`config.mk`:
```
export PLATFORM = sky130hd
export DESIGN_NAME = incremental_conductance_mppt
export DESIGN_NICKNAME = d
export VERILOG_FILES = /design/src/rtl/core/icm_pkg.sv /design/src/rtl/core/incremental_conductance_mppt.sv /design/src/rtl/core/icm_divider.sv
export VERILOG_INCLUDE_DIRS = /design/src /design/src/rtl/core
export SDC_FILE = /design/constraint.sdc
export NUM_CORES = 2
export LEC_CHECK = 0
export ABC_CLOCK_PERIOD_IN_PS = 17300
export BUFFER_PORTS_ARGS = -buffer_cell sky130_fd_sc_hd__buf_4
export CELL_PAD_IN_SITES_DETAIL_PLACEMENT = 0
export CELL_PAD_IN_SITES_GLOBAL_PLACEMENT = 1
export CORE_MARGIN = 5
export CORE_UTILIZATION = 54
export CTS_CLUSTER_SIZE = 14
export DETAILED_ROUTE_END_ITERATION = 10
export PLACE_DENSITY = 0.88
export SYNTH_ARGS = -nofsm -noshare
export SYNTH_HDL_FRONTEND = slang
export SYNTH_SLANG_ARGS = --single-unit
```
`constraint.sdc`:
```
create_clock -name clk -period 17.3 [get_ports clk]
set_input_delay 3.46 -clock clk [delete_from_list [all_inputs] [get_ports clk]]
set_output_delay 3.46 -clock clk [all_outputs]
set_load 0.1 [all_outputs]
```
`src/rtl/core/incremental_conductance_mppt_macros.svh`:
```
// Assertion macros for the incremental conductance tracker
`ifndef INCREMENTAL_CONDUCTANCE_MPPT_MACROS_SVH
`define INCREMENTAL_CONDUCTANCE_MPPT_MACROS_SVH
`ifndef SYNTHESIS
`define ICM_ASSERT_IMPL(label, clk, rst_n, prop, msg) \
    label: assert property (@(posedge clk) disable iff (!rst_n) prop) else $error(msg);
`define ICM_ASSERT_RESET(label, clk, prop, msg) \
    label: assert property (@(posedge clk) prop) else $error(msg);
`else
`define ICM_ASSERT_IMPL(label, clk, rst_n, prop, msg)
`define ICM_ASSERT_RESET(label, clk, prop, msg)
`endif
`endif

```
`src/rtl/core/icm_pkg.sv`:
```
package icm_pkg;

    typedef struct packed {
        logic [31:0] now_ms;
        logic [15:0] panel_voltage_mv;
        logic [14:0] panel_current_ma;
        logic [23:0] panel_power_mw;
        logic [15:0] battery_voltage_mv;
        logic [9:0]  pwm_now;
        logic        sun_present;
        logic        panel_bottleneck;
        logic        charging_active;
        logic        charger_settled;
    } in_item_t;

    typedef struct packed {
        logic [1:0]  mode;
        logic        pwm_write;
        logic [9:0]  pwm_value;
        logic [15:0] current_limit_ma;
    } out_item_t;

    typedef enum logic [1:0] {
        MODE_DISABLED = 2'd0,
        MODE_TRACKING = 2'd1,
        MODE_HOLD     = 2'd2,
        MODE_INVALID  = 2'd3
    } mode_t;

    typedef enum logic [1:0] {
        DIR_NONE = 2'd0,
        DIR_UP   = 2'd1,
        DIR_DOWN = 2'd3
    } dir_t;

    typedef enum logic [3:0] {
        ST_IDLE,
        ST_DECIDE,
        ST_MUL_A,
        ST_MUL_B,
        ST_TRACK,
        ST_CHECK,
        ST_HOLD_MUL,
        ST_DIV,
        ST_HOLD_DONE,
        ST_OUT
    } state_t;

    localparam int CFG_IDX_W = 3;
    localparam logic [CFG_IDX_W-1:0] CFG_MAX_STEP       = 3'd0;
    localparam logic [CFG_IDX_W-1:0] CFG_MIN_STEP       = 3'd1;
    localparam logic [CFG_IDX_W-1:0] CFG_CONVERGE       = 3'd2;
    localparam logic [CFG_IDX_W-1:0] CFG_STUCK_LIMIT    = 3'd3;
    localparam logic [CFG_IDX_W-1:0] CFG_STEP_INTERVAL  = 3'd4;
    localparam logic [CFG_IDX_W-1:0] CFG_RUNTIME        = 3'd5;
    localparam logic [CFG_IDX_W-1:0] CFG_HOLD_TIME      = 3'd6;
    localparam logic [CFG_IDX_W-1:0] CFG_LIMITED_MARGIN = 3'd7;

    localparam logic [15:0] VBAT_FLOOR  = 16'd1000;
    localparam logic [9:0]  MA_PER_A    = 10'd1000;
    localparam logic [7:0]  COUNT_MAX   = 8'd255;
    localparam int          DIV_NUM_W   = 34;

endpackage

```
`src/rtl/core/incremental_conductance_mppt.sv`:
```
// Channel   Direction  Handshake      Payload
// in        input      valid / stall  icm_pkg::in_item_t
// out       output     valid / stall  icm_pkg::out_item_t
// cfg       input      valid / ready  index (3 bits), data (24 bits)
//
// An item passes states DECIDE and OUT when the mode holds; tracking entry
// adds TRACK, a tracking tick before its step interval adds CHECK, a perturb
// step adds MUL_A, MUL_B, TRACK and CHECK, and hold entry adds HOLD_MUL,
// DIV and HOLD_DONE, where the serial current-limit divider retires one
// quotient bit per cycle. The multiply steps share one 33x17 multiplier.
// rst_n clears mode and counters; item, pwm and output regs have no reset.
// A result waits in the output register while out_stall is high.
module incremental_conductance_mppt #(
    parameter int PWM_LOW_BOUND    = 1,
    parameter int PWM_HIGH_BOUND   = 399,
    parameter int BUCK_CURRENT_MAX = 3000
) (
    input  logic                clk,
    input  logic                rst_n,
    input  logic                in_valid,
    output logic                in_stall,
    input  icm_pkg::in_item_t   in_data,
    output logic                out_valid,
    input  logic                out_stall,
    output icm_pkg::out_item_t  out_data,
    input  logic                cfg_valid,
    output logic                cfg_ready,
    input  logic [2:0]          cfg_index,
    input  logic [23:0]         cfg_data
);
    import icm_pkg::*;

    `include "incremental_conductance_mppt_macros.svh"

    localparam logic [9:0]  PWM_LO = 10'(PWM_LOW_BOUND);
    localparam logic [9:0]  PWM_HI = 10'(PWM_HIGH_BOUND);
    localparam logic [15:0] LIMIT_CEIL = 16'(BUCK_CURRENT_MAX);

    logic [7:0]  max_step_reg, min_step_reg, converge_reg, stuck_limit_reg;
    logic [15:0] interval_reg, margin_reg;
    logic [23:0] runtime_reg, hold_time_reg;

    state_t      state_reg, state_next;
    mode_t       mode_reg, mode_next;
    in_item_t    item_reg, item_next;
    logic [15:0] last_v_reg, last_v_next;
    logic [15:0] last_i_reg, last_i_next;
    logic [7:0]  step_reg, step_next;
    logic [7:0]  rev_reg, rev_next;
    logic [7:0]  stuck_reg, stuck_next;
    logic [23:0] best_p_reg, best_p_next;
    logic [9:0]  best_pwm_reg, best_pwm_next;
    dir_t        dir_reg, dir_next;
    logic [31:0] session_reg, session_next;
    logic [31:0] step_time_reg, step_time_next;
    logic [31:0] hold_start_reg, hold_start_next;
    logic [15:0] limit_reg, limit_next;
    logic        track_due_reg, track_due_next;
    logic        wrote_reg, wrote_next;
    logic [9:0]  pwm_reg, pwm_next;
    logic signed [49:0] x_reg, x_next;
    logic        ov_reg, ov_next;
    out_item_t   out_reg, out_next;

    logic signed [32:0] mul_a;
    logic signed [16:0] mul_b;
    logic signed [49:0] mul_p;
    logic signed [16:0] dv, di;
    logic        div_start, div_busy;
    logic [DIV_NUM_W-1:0] div_numer, div_quot;
    logic [15:0] vbat_fl;
    logic [33:0] prod34;
    logic signed [11:0] pwm_sum;
    logic [7:0]  half;
    logic        rev;
    dir_t        dir_sel;

    assign mul_p = mul_a * mul_b;

    icm_divider u_div (
        .clk   (clk),
        .rst_n (rst_n),
        .start (div_start),
        .numer (div_numer),
        .denom (vbat_fl),
        .busy  (div_busy),
        .quot  (div_quot)
    );

    assign cfg_ready = (state_reg == ST_IDLE) && !out_valid && !in_valid;
    assign in_stall  = (state_reg != ST_IDLE);
    assign out_data  = out_reg;

    always_ff @(posedge clk or negedge rst_n)
    begin
        if (!rst_n)
        begin
            max_step_reg    <= 8'd16;
            min_step_reg    <= 8'd1;
            converge_reg    <= 8'd4;
            stuck_limit_reg <= 8'd20;
            interval_reg    <= 16'd200;
            runtime_reg     <= 24'd60000;
            hold_time_reg   <= 24'd300000;
            margin_reg      <= 16'd100;
        end
        else if (cfg_valid && cfg_ready)
        begin
            unique case (cfg_index)
                CFG_MAX_STEP:       max_step_reg    <= cfg_data[7:0];
                CFG_MIN_STEP:       min_step_reg    <= cfg_data[7:0];
                CFG_CONVERGE:       converge_reg    <= cfg_data[7:0];
                CFG_STUCK_LIMIT:    stuck_limit_reg <= cfg_data[7:0];
                CFG_STEP_INTERVAL:  interval_reg    <= cfg_data[15:0];
                CFG_RUNTIME:        runtime_reg     <= cfg_data;
                CFG_HOLD_TIME:      hold_time_reg   <= cfg_data;
                CFG_LIMITED_MARGIN: margin_reg      <= cfg_data[15:0];
                default:            ;
            endcase
        end
    end

    always_ff @(posedge clk or negedge rst_n)
    begin
        if (!rst_n)
        begin
            state_reg      <= ST_IDLE;
            mode_reg       <= MODE_DISABLED;
            last_v_reg     <= '0;
            last_i_reg     <= '0;
            step_reg       <= 8'd16;
            rev_reg        <= '0;
            stuck_reg      <= '0;
            best_p_reg     <= '0;
            best_pwm_reg   <= '0;
            dir_reg        <= DIR_NONE;
            session_reg    <= '0;
            step_time_reg  <= '0;
            hold_start_reg <= '0;
            limit_reg      <= LIMIT_CEIL;
            out_valid      <= 1'b0;
        end
        else
        begin
            state_reg      <= state_next;
            mode_reg       <= mode_next;
            last_v_reg     <= last_v_next;
            last_i_reg     <= last_i_next;
            step_reg       <= step_next;
            rev_reg        <= rev_next;
            stuck_reg      <= stuck_next;
            best_p_reg     <= best_p_next;
            best_pwm_reg   <= best_pwm_next;
            dir_reg        <= dir_next;
            session_reg    <= session_next;
            step_time_reg  <= step_time_next;
            hold_start_reg <= hold_start_next;
            limit_reg      <= limit_next;
            if (state_reg == ST_OUT)
            begin
                out_valid <= 1'b1;
            end
            else if (!out_stall)
            begin
                out_valid <= 1'b0;
            end
        end
    end

    always_ff @(posedge clk)
    begin
        item_reg      <= item_next;
        track_due_reg <= track_due_next;
        wrote_reg     <= wrote_next;
        pwm_reg       <= pwm_next;
        x_reg         <= x_next;
        ov_reg        <= ov_next;
        out_reg       <= out_next;
    end

    always_comb
    begin
        state_next      = state_reg;
        mode_next       = mode_reg;
        item_next       = item_reg;
        last_v_next     = last_v_reg;
        last_i_next     = last_i_reg;
        step_next       = step_reg;
        rev_next        = rev_reg;
        stuck_next      = stuck_reg;
        best_p_next     = best_p_reg;
        best_pwm_next   = best_pwm_reg;
        dir_next        = dir_reg;
        session_next    = session_reg;
        step_time_next  = step_time_reg;
        hold_start_next = hold_start_reg;
        limit_next      = limit_reg;
        track_due_next  = track_due_reg;
        wrote_next      = wrote_reg;
        pwm_next        = pwm_reg;
        x_next          = x_reg;
        ov_next         = ov_reg;
        out_next        = out_reg;
        div_start       = 1'b0;
        dv = $signed({1'b0, item_reg.panel_voltage_mv}) - $signed({1'b0, last_v_reg});
        di = $signed({2'b0, item_reg.panel_current_ma}) - $signed({1'b0, last_i_reg});
        mul_a = '0;
        mul_b = '0;
        vbat_fl = (item_reg.battery_voltage_mv < VBAT_FLOOR) ? VBAT_FLOOR
                                                             : item_reg.battery_voltage_mv;
        prod34 = {best_p_reg, 10'd0} - {6'd0, best_p_reg, 4'd0}
               - {7'd0, best_p_reg, 3'd0};
        div_numer = prod34;
        pwm_sum = '0;
        half = '0;
        rev = 1'b0;
        dir_sel = DIR_NONE;

        unique case (state_reg)
            ST_IDLE:
            begin
                wrote_next = 1'b0;
                if (in_valid)
                begin
                    item_next  = in_data;
                    state_next = ST_DECIDE;
                end
            end
            ST_DECIDE:
            begin
                pwm_next   = item_reg.pwm_now;
                state_next = ST_OUT;
                if (!item_reg.charging_active)
                begin
                    if (mode_reg != MODE_DISABLED)
                    begin
                        mode_next = MODE_DISABLED;
                        step_next = max_step_reg;
                        rev_next = '0;
                        stuck_next = '0;
                        dir_next = DIR_NONE;
                    end
                end
                else
                begin
                    priority case (mode_reg)
                        MODE_DISABLED:
                        begin
                            if (item_reg.panel_bottleneck && item_reg.sun_present
                                && item_reg.charger_settled)
                            begin
                                state_next = ST_TRACK;
                                track_due_next = 1'b0;
                            end
                        end
                        MODE_TRACKING:
                        begin
                            if (!item_reg.sun_present)
                            begin
                                mode_next = MODE_DISABLED;
                                step_next = max_step_reg;
                                rev_next = '0;
                                stuck_next = '0;
                                dir_next = DIR_NONE;
                            end
                            else if ((item_reg.now_ms - step_time_reg) >= {16'd0, interval_reg})
                            begin
                                track_due_next = 1'b1;
                                state_next = ST_MUL_A;
                            end
                            else
                            begin
                                state_next = ST_CHECK;
                                track_due_next = 1'b0;
                            end
                        end
                        MODE_HOLD:
                        begin
                            if (!item_reg.sun_present ||
                                (!item_reg.panel_bottleneck && limit_reg > margin_reg))
                            begin
                                mode_next = MODE_DISABLED;
                                step_next = max_step_reg;
                                rev_next = '0;
                                stuck_next = '0;
                                dir_next = DIR_NONE;
                            end
                            else if ((item_reg.now_ms - hold_start_reg) >= {8'd0, hold_time_reg})
                            begin
                                state_next = ST_TRACK;
                                track_due_next = 1'b0;
                            end
                        end
                        default:
                        begin
                            mode_next = MODE_DISABLED;
                            step_next = max_step_reg;
                            rev_next = '0;
                            stuck_next = '0;
                            dir_next = DIR_NONE;
                        end
                    endcase
                end
            end
            ST_MUL_A:
            begin
                mul_a  = 33'(di);
                mul_b  = $signed({1'b0, item_reg.panel_voltage_mv});
                x_next = mul_p;
                state_next = ST_MUL_B;
            end
            ST_MUL_B:
            begin
                mul_a  = $signed({18'd0, item_reg.panel_current_ma});
                mul_b  = dv;
                x_next = x_reg + mul_p;
                ov_next = dv[16];
                state_next = ST_TRACK;
            end
            ST_TRACK:
            begin
                if (!track_due_reg)
                begin
                    mode_next      = MODE_TRACKING;
                    last_v_next    = item_reg.panel_voltage_mv;
                    last_i_next    = {1'b0, item_reg.panel_current_ma};
                    step_next      = max_step_reg;
                    rev_next       = '0;
                    stuck_next     = '0;
                    best_p_next    = '0;
                    best_pwm_next  = item_reg.pwm_now;
                    dir_next       = DIR_DOWN;
                    session_next   = item_reg.now_ms;
                    step_time_next = item_reg.now_ms;
                    pwm_sum = $signed({2'b0, item_reg.pwm_now}) - $signed({4'b0, max_step_reg});
                    wrote_next = 1'b1;
                    if (pwm_sum < $signed({2'b0, PWM_LO}))
                        pwm_next = PWM_LO;
                    else if (pwm_sum > $signed({2'b0, PWM_HI}))
                        pwm_next = PWM_HI;
                    else
                        pwm_next = pwm_sum[9:0];
                    state_next = ST_OUT;
                end
                else
                begin
                    if (item_reg.panel_power_mw > best_p_reg)
                    begin
                        best_p_next   = item_reg.panel_power_mw;
                        best_pwm_next = item_reg.pwm_now;
                    end
                    if (dv == '0)
                    begin
                        if (di > 0) dir_sel = DIR_UP;
                        else if (di < 0) dir_sel = DIR_DOWN;
                        else dir_sel = dir_reg;
                    end
                    else
                    begin
                        if (x_reg == '0) dir_sel = dir_reg;
                        else if (x_reg[49] ^ ov_reg) dir_sel = DIR_DOWN;
                        else dir_sel = DIR_UP;
                    end
                    rev = (dir_sel != DIR_NONE) && (dir_reg != DIR_NONE)
                          && (dir_sel != dir_reg);
                    step_next = step_reg;
                    if (rev)
                    begin
                        if (rev_reg != COUNT_MAX) rev_next = rev_reg + 1'b1;
                        if (step_reg > min_step_reg)
                        begin
                            half = {1'b0, step_reg[7:1]};
                            step_next = (half < min_step_reg) ? min_step_reg : half;
                        end
                    end
                    if (step_next >= max_step_reg && !rev)
                    begin
                        if (stuck_reg != COUNT_MAX) stuck_next = stuck_reg + 1'b1;
                    end
                    else
                    begin
                        stuck_next = '0;
                    end
                    if (dir_sel != DIR_NONE)
                    begin
                        if (dir_sel == DIR_UP)
                            pwm_sum = $signed({2'b0, item_reg.pwm_now})
                                    + $signed({4'b0, step_next});
                        else
                            pwm_sum = $signed({2'b0, item_reg.pwm_now})
                                    - $signed({4'b0, step_next});
                        if (pwm_sum < $signed({2'b0, PWM_LO}))
                            pwm_next = PWM_LO;
                        else if (pwm_sum > $signed({2'b0, PWM_HI}))
                            pwm_next = PWM_HI;
                        else
                            pwm_next = pwm_sum[9:0];
                        wrote_next = 1'b1;
                        dir_next = dir_sel;
                    end
                    last_v_next    = item_reg.panel_voltage_mv;
                    last_i_next    = {1'b0, item_reg.panel_current_ma};
                    step_time_next = item_reg.now_ms;
                    state_next     = ST_CHECK;
                end
            end
            ST_CHECK:
            begin
                if (track_due_reg &&
                    ((step_reg <= min_step_reg && rev_reg >= converge_reg) ||
                     stuck_reg >= stuck_limit_reg))
                    state_next = ST_HOLD_MUL;
                else if ((item_reg.now_ms - session_reg) >= {8'd0, runtime_reg})
                    state_next = ST_HOLD_MUL;
                else
                    state_next = ST_OUT;
            end
            ST_HOLD_MUL:
            begin
                div_start       = 1'b1;
                mode_next       = MODE_HOLD;
                hold_start_next = item_reg.now_ms;
                state_next      = ST_DIV;
            end
            ST_DIV:
            begin
                if (!div_busy) state_next = ST_HOLD_DONE;
            end
            ST_HOLD_DONE:
            begin
                if (div_quot > {18'd0, LIMIT_CEIL})
                    limit_next = LIMIT_CEIL;
                else
                    limit_next = div_quot[15:0];
                pwm_next   = best_pwm_reg;
                wrote_next = 1'b1;
                state_next = ST_OUT;
            end
            ST_OUT:
            begin
                if (!out_valid || !out_stall)
                begin
                    out_next.mode             = mode_reg;
                    out_next.pwm_write        = wrote_reg;
                    out_next.pwm_value        = wrote_reg ? pwm_reg : '0;
                    out_next.current_limit_ma = limit_reg;
                    state_next = ST_IDLE;
                end
            end
            default:
            begin
                state_next = ST_IDLE;
            end
        endcase
    end

    `ICM_ASSERT_IMPL(a_busy_stalls, clk, rst_n, (state_reg != ST_IDLE) |-> in_stall, "busy")
    `ICM_ASSERT_IMPL(a_mode_legal, clk, rst_n, out_valid |-> (out_data.mode != MODE_INVALID), "bad mode")
    `ICM_ASSERT_IMPL(a_no_write_zero, clk, rst_n, (out_valid && !out_data.pwm_write) |-> (out_data.pwm_value == '0), "stray pwm")
    `ICM_ASSERT_IMPL(a_limit_sat, clk, rst_n, 1'b1 |-> (limit_reg <= LIMIT_CEIL), "limit too high")

endmodule

```
`src/rtl/core/icm_divider.sv`:
```
module icm_divider (
    input  logic        clk,
    input  logic        rst_n,
    input  logic        start,
    input  logic [icm_pkg::DIV_NUM_W-1:0] numer,
    input  logic [15:0] denom,
    output logic        busy,
    output logic [icm_pkg::DIV_NUM_W-1:0] quot
);
    import icm_pkg::*;

    localparam int CNT_W = $clog2(DIV_NUM_W + 1);

    logic [CNT_W-1:0]     count_reg, count_next;
    logic [DIV_NUM_W-1:0] quot_reg, quot_next;
    logic [16:0]          rem_reg, rem_next;
    logic [15:0]          den_reg, den_next;
    logic [16:0]          trial;

    always_ff @(posedge clk or negedge rst_n)
    begin
        if (!rst_n)
        begin
            count_reg <= '0;
        end
        else
        begin
            count_reg <= count_next;
        end
    end

    always_ff @(posedge clk)
    begin
        quot_reg <= quot_next;
        rem_reg  <= rem_next;
        den_reg  <= den_next;
    end

    always_comb
    begin
        count_next = count_reg;
        quot_next  = quot_reg;
        rem_next   = rem_reg;
        den_next   = den_reg;
        trial      = {rem_reg[15:0], quot_reg[DIV_NUM_W-1]};
        if (start)
        begin
            count_next = CNT_W'(DIV_NUM_W);
            quot_next  = numer;
            rem_next   = '0;
            den_next   = denom;
        end
        else if (count_reg != '0)
        begin
            count_next = count_reg - 1'b1;
            if (trial >= {1'b0, den_reg})
            begin
                rem_next  = trial - {1'b0, den_reg};
                quot_next = {quot_reg[DIV_NUM_W-2:0], 1'b1};
            end
            else
            begin
                rem_next  = trial;
                quot_next = {quot_reg[DIV_NUM_W-2:0], 1'b0};
            end
        end
    end

    assign busy = (count_reg != '0);
    assign quot = quot_reg;

endmodule
```
==> impl_metrics.toml <==
[timing]
fin_skew_ps = 37.9
fmax_mhz = 80.8
rsz0062_at_grt = "false"
worst_slew_pin_slew_ps = 1180
min_period_ps = 12380
period_share = 0.716
hold_viol_final = 0
relSlewSlack = 0.209
drv_slew = 0
setup_ws_ps = 4920
setup_tns_ps = 0
setup_viol = 0

[routing]
vias = 39800
dr.pass1.iters = 5
routed_wl_mm = 131
antenna_left = 0
post-route-drc-count = 0
vias_per_cell = 5.68
drtIter0Drc = 3053
detail_route.wl_per_cell_um = 18.7

[die]
dieArea_mm2 = 0.101
start_util = 0.545
die_x_um = 317
io_pins = 181
fp.dieH_um = 317
core_area_mm2 = 0.0935
num_rows = 112

[run_status]
run_status = "finished clean"

[grt]
first_global_vias = 39700
grt_pass1_wl_mm = 213
grt_max_degree = 89
overflow = 0
grt_antenna_before_repair = 0
grt_usage = 0.263

[logic_synthesis]
synth-main-ff-cell = "dfrtp_1"
yosysWarningCount = 0
ys_seq_elements = 603
ys_seq_area_frac = 0.321
syn_nets = 6540
synthesis.area_mm2 = 0.0510
synth-edff-count = 259
syn_inst = 5576
synth_cell_type_count = 87
synth_area_per_cell_um2 = 9.14
synthArstFlopShare = 0.544

[power_and_ir_drop]
clock_power_share = 0.218
p_per_area_mw_per_mm2 = 137
p_sw_frac = 0.420
p_sw_mw = 3.22
p_leak_nw = 25.9
ir_worst_vdd_uv = 104
combinationalPowerShare = 0.499
power_frac_seq = 0.283
intPower_mw = 4.45

[clocking]
ctsResizeCount = 0
clock_path_buffers = 3
post_cts_buffers = 0
path_clk_slew_ps = 60
clockRootBuffer = "clkbuf_16"
h-tree-depth = 3
cts_tree = "built"
hold_buffers = 0
clock-sinks = 603
clkLatencyLatePin_ps = 670
numCtsBuffers = 74

[min_path]
holdCritPathClass = "flip-flop to flip-flop"

[placement]
place_congestion = 0.913
place_ws_ps = 5000
dpl.hpwl_mm = 101
port_buffers = 180

[layout]
final_cell_mix = "724 x inv_1, 627 x nand2_1, 497 x o21ai_0"
multi_input_area_mm2 = 0.0313
seq_area_mm2 = 0.0163
mostFrequentLayoutCell = "inv_1"
drive_above_1_share = 0.0789
largest_reg_flops = 117
area_growth_pct = 10.1
nNetsFinal = 6643
fillers = 8179

[worst_setup_path]
crit_buf_inv = 8
end_kind = "flip-flop"
cp_max_fo = 74
arrival_ps = 12770
r2r_slack_ps = 4920
cpMostUsedCell = "fa_1"
slowest_delay_ps = 790
crit_required_ps = 17690
path_delay_family = "adder cells"
worstSetupPathType = "flip-flop to flip-flop"
cp_slowest_cell = "nor3b_1"
start_kind = "flip-flop"

[run]
drv_cap = 0
-- worst reg2reg max path: cells and delay by family (launching register included) --
family	cells	cell delay (ps)
adders and majority gates	8	4050
buffers and inverters	8	2000
DFF	1	690
and+or+nand+nor	13	3760
AOI/OAI and AO/OA	6	1590
-- metal layers --
metal / vias up / GRT usage / part of all wire
met5: - / 0 / 0
met4: 0 / 0.0687 / 0.026
met3: 182 / 0.0397 / 0.063
met2: 1015 / 0.417 / 0.45
met1: 19200 / 0.381 / 0.46
li1: 19400 / - / -
-- power by group through the flow --
stage	Clock, mW	Sequential (mW)	Combinational (mW)
3_3_place_gp	0	2.19	3.73
3_5_place_dp	0	2.19	3.78
5_1_grt	1.76	2.21	4.29
4_1_cts	1.71	2.17	3.81
6_report	1.67	2.17	3.82
2_1_floorplan	0	2.27	2.93
-- through the flow --
step | power (mW) | area, µm² | std cells | util | hold slack (ps)
after global routing | 8.27 | 56100 | 6995 | 0.600 | 460
after detailed placement | 5.97 | 53500 | 6857 | 0.572 | 439
final | 7.67 | 56100 | 6998 | 0.601 | 451
after floorplan | 5.19 | 51000 | 5576 | - | 423
after CTS | 7.70 | 56100 | 6995 | 0.600 | 447
after global placement | 5.92 | 53500 | 6857 | 0.572 | 430
-- logic make-up (layout without fill, tap and decap cells) --
logic type | count (synthesis) | count (layout) | share of synthesized area
AND/OR/NAND/NOR | 1599 | 1599 | 0.144
AO/OA/AOI/OAI | 1374 | 1374 | 0.170
buffers and inverters | 909 | 1074 | 0.0670
adder cells (fa/ha/maj) | 815 | 815 | 0.248
flip-flops | 603 | 603 | 0.321
XOR/XNOR | 208 | 208 | 0.0357
multiplexers | 68 | 68 | 0.0147
other | 0 | 3 | 0
-- final timing paths --
| path | from | end | cells past startpoint |
|---|---|---|---|
| worst min-delay path | limit_reg[0] | out_data[0] | 0 |
| worst max-delay path | state_reg[1] | x_reg[48] | 35 |
| worst min register to register | limit_reg[0] | out_data[0] | 0 |
| min in group asynchronous | rst_n | hold_start_reg[5] | 1 |
| max in group asynchronous | rst_n | last_v_reg[12] | 4 |
| worst max register to register | state_reg[1] | x_reg[48] | 35 |
-- cell type report --
cell class / count / share of cell area
antenna: 3 / 0.000134
clock buffer: 96 / 0.0359
clock inverter: 42 / 0.0107
inverter: 726 / 0.0486
multi-input combinational: 4064 / 0.557
sequential: 603 / 0.291
tap: 1254 / 0.0280
timing repair buffer: 210 / 0.0282
-- synthesized netlist by cell type, types with 16 or more instances --
library cell	n	area, µm²
a22o_1	29	254
edfxtp_1	259	7780
nand2b_1	80	500
dfxtp_1	16	320
or2_2	20	125
nand2_1	628	2360
nor3_1	93	465
dfrtp_1	294	7360
xnor2_1	132	1160
nor2b_1	53	332
nand4_1	59	369
mux2i_1	27	270
o31a_1	16	140
o31ai_1	27	203
nor4_1	38	238
or3_1	32	200
and2_1	45	282
a21o_1	162	1220
o211ai_1	40	300
a211oi_1	39	293
fa_1	323	6470
a31oi_1	27	169
xor2_1	76	666
inv_1	725	2720
o21bai_1	42	315
ha_1	492	6160
nand3_1	82	410
mux2_2	39	439
o21a_1	62	465
o21ai_0	497	2490
nor2_1	383	1440
a21oi_1	272	1360
dfstp_2	34	893
clkbuf_1	169	634
and3_1	27	169
Power figures use the tool's default switching activity.
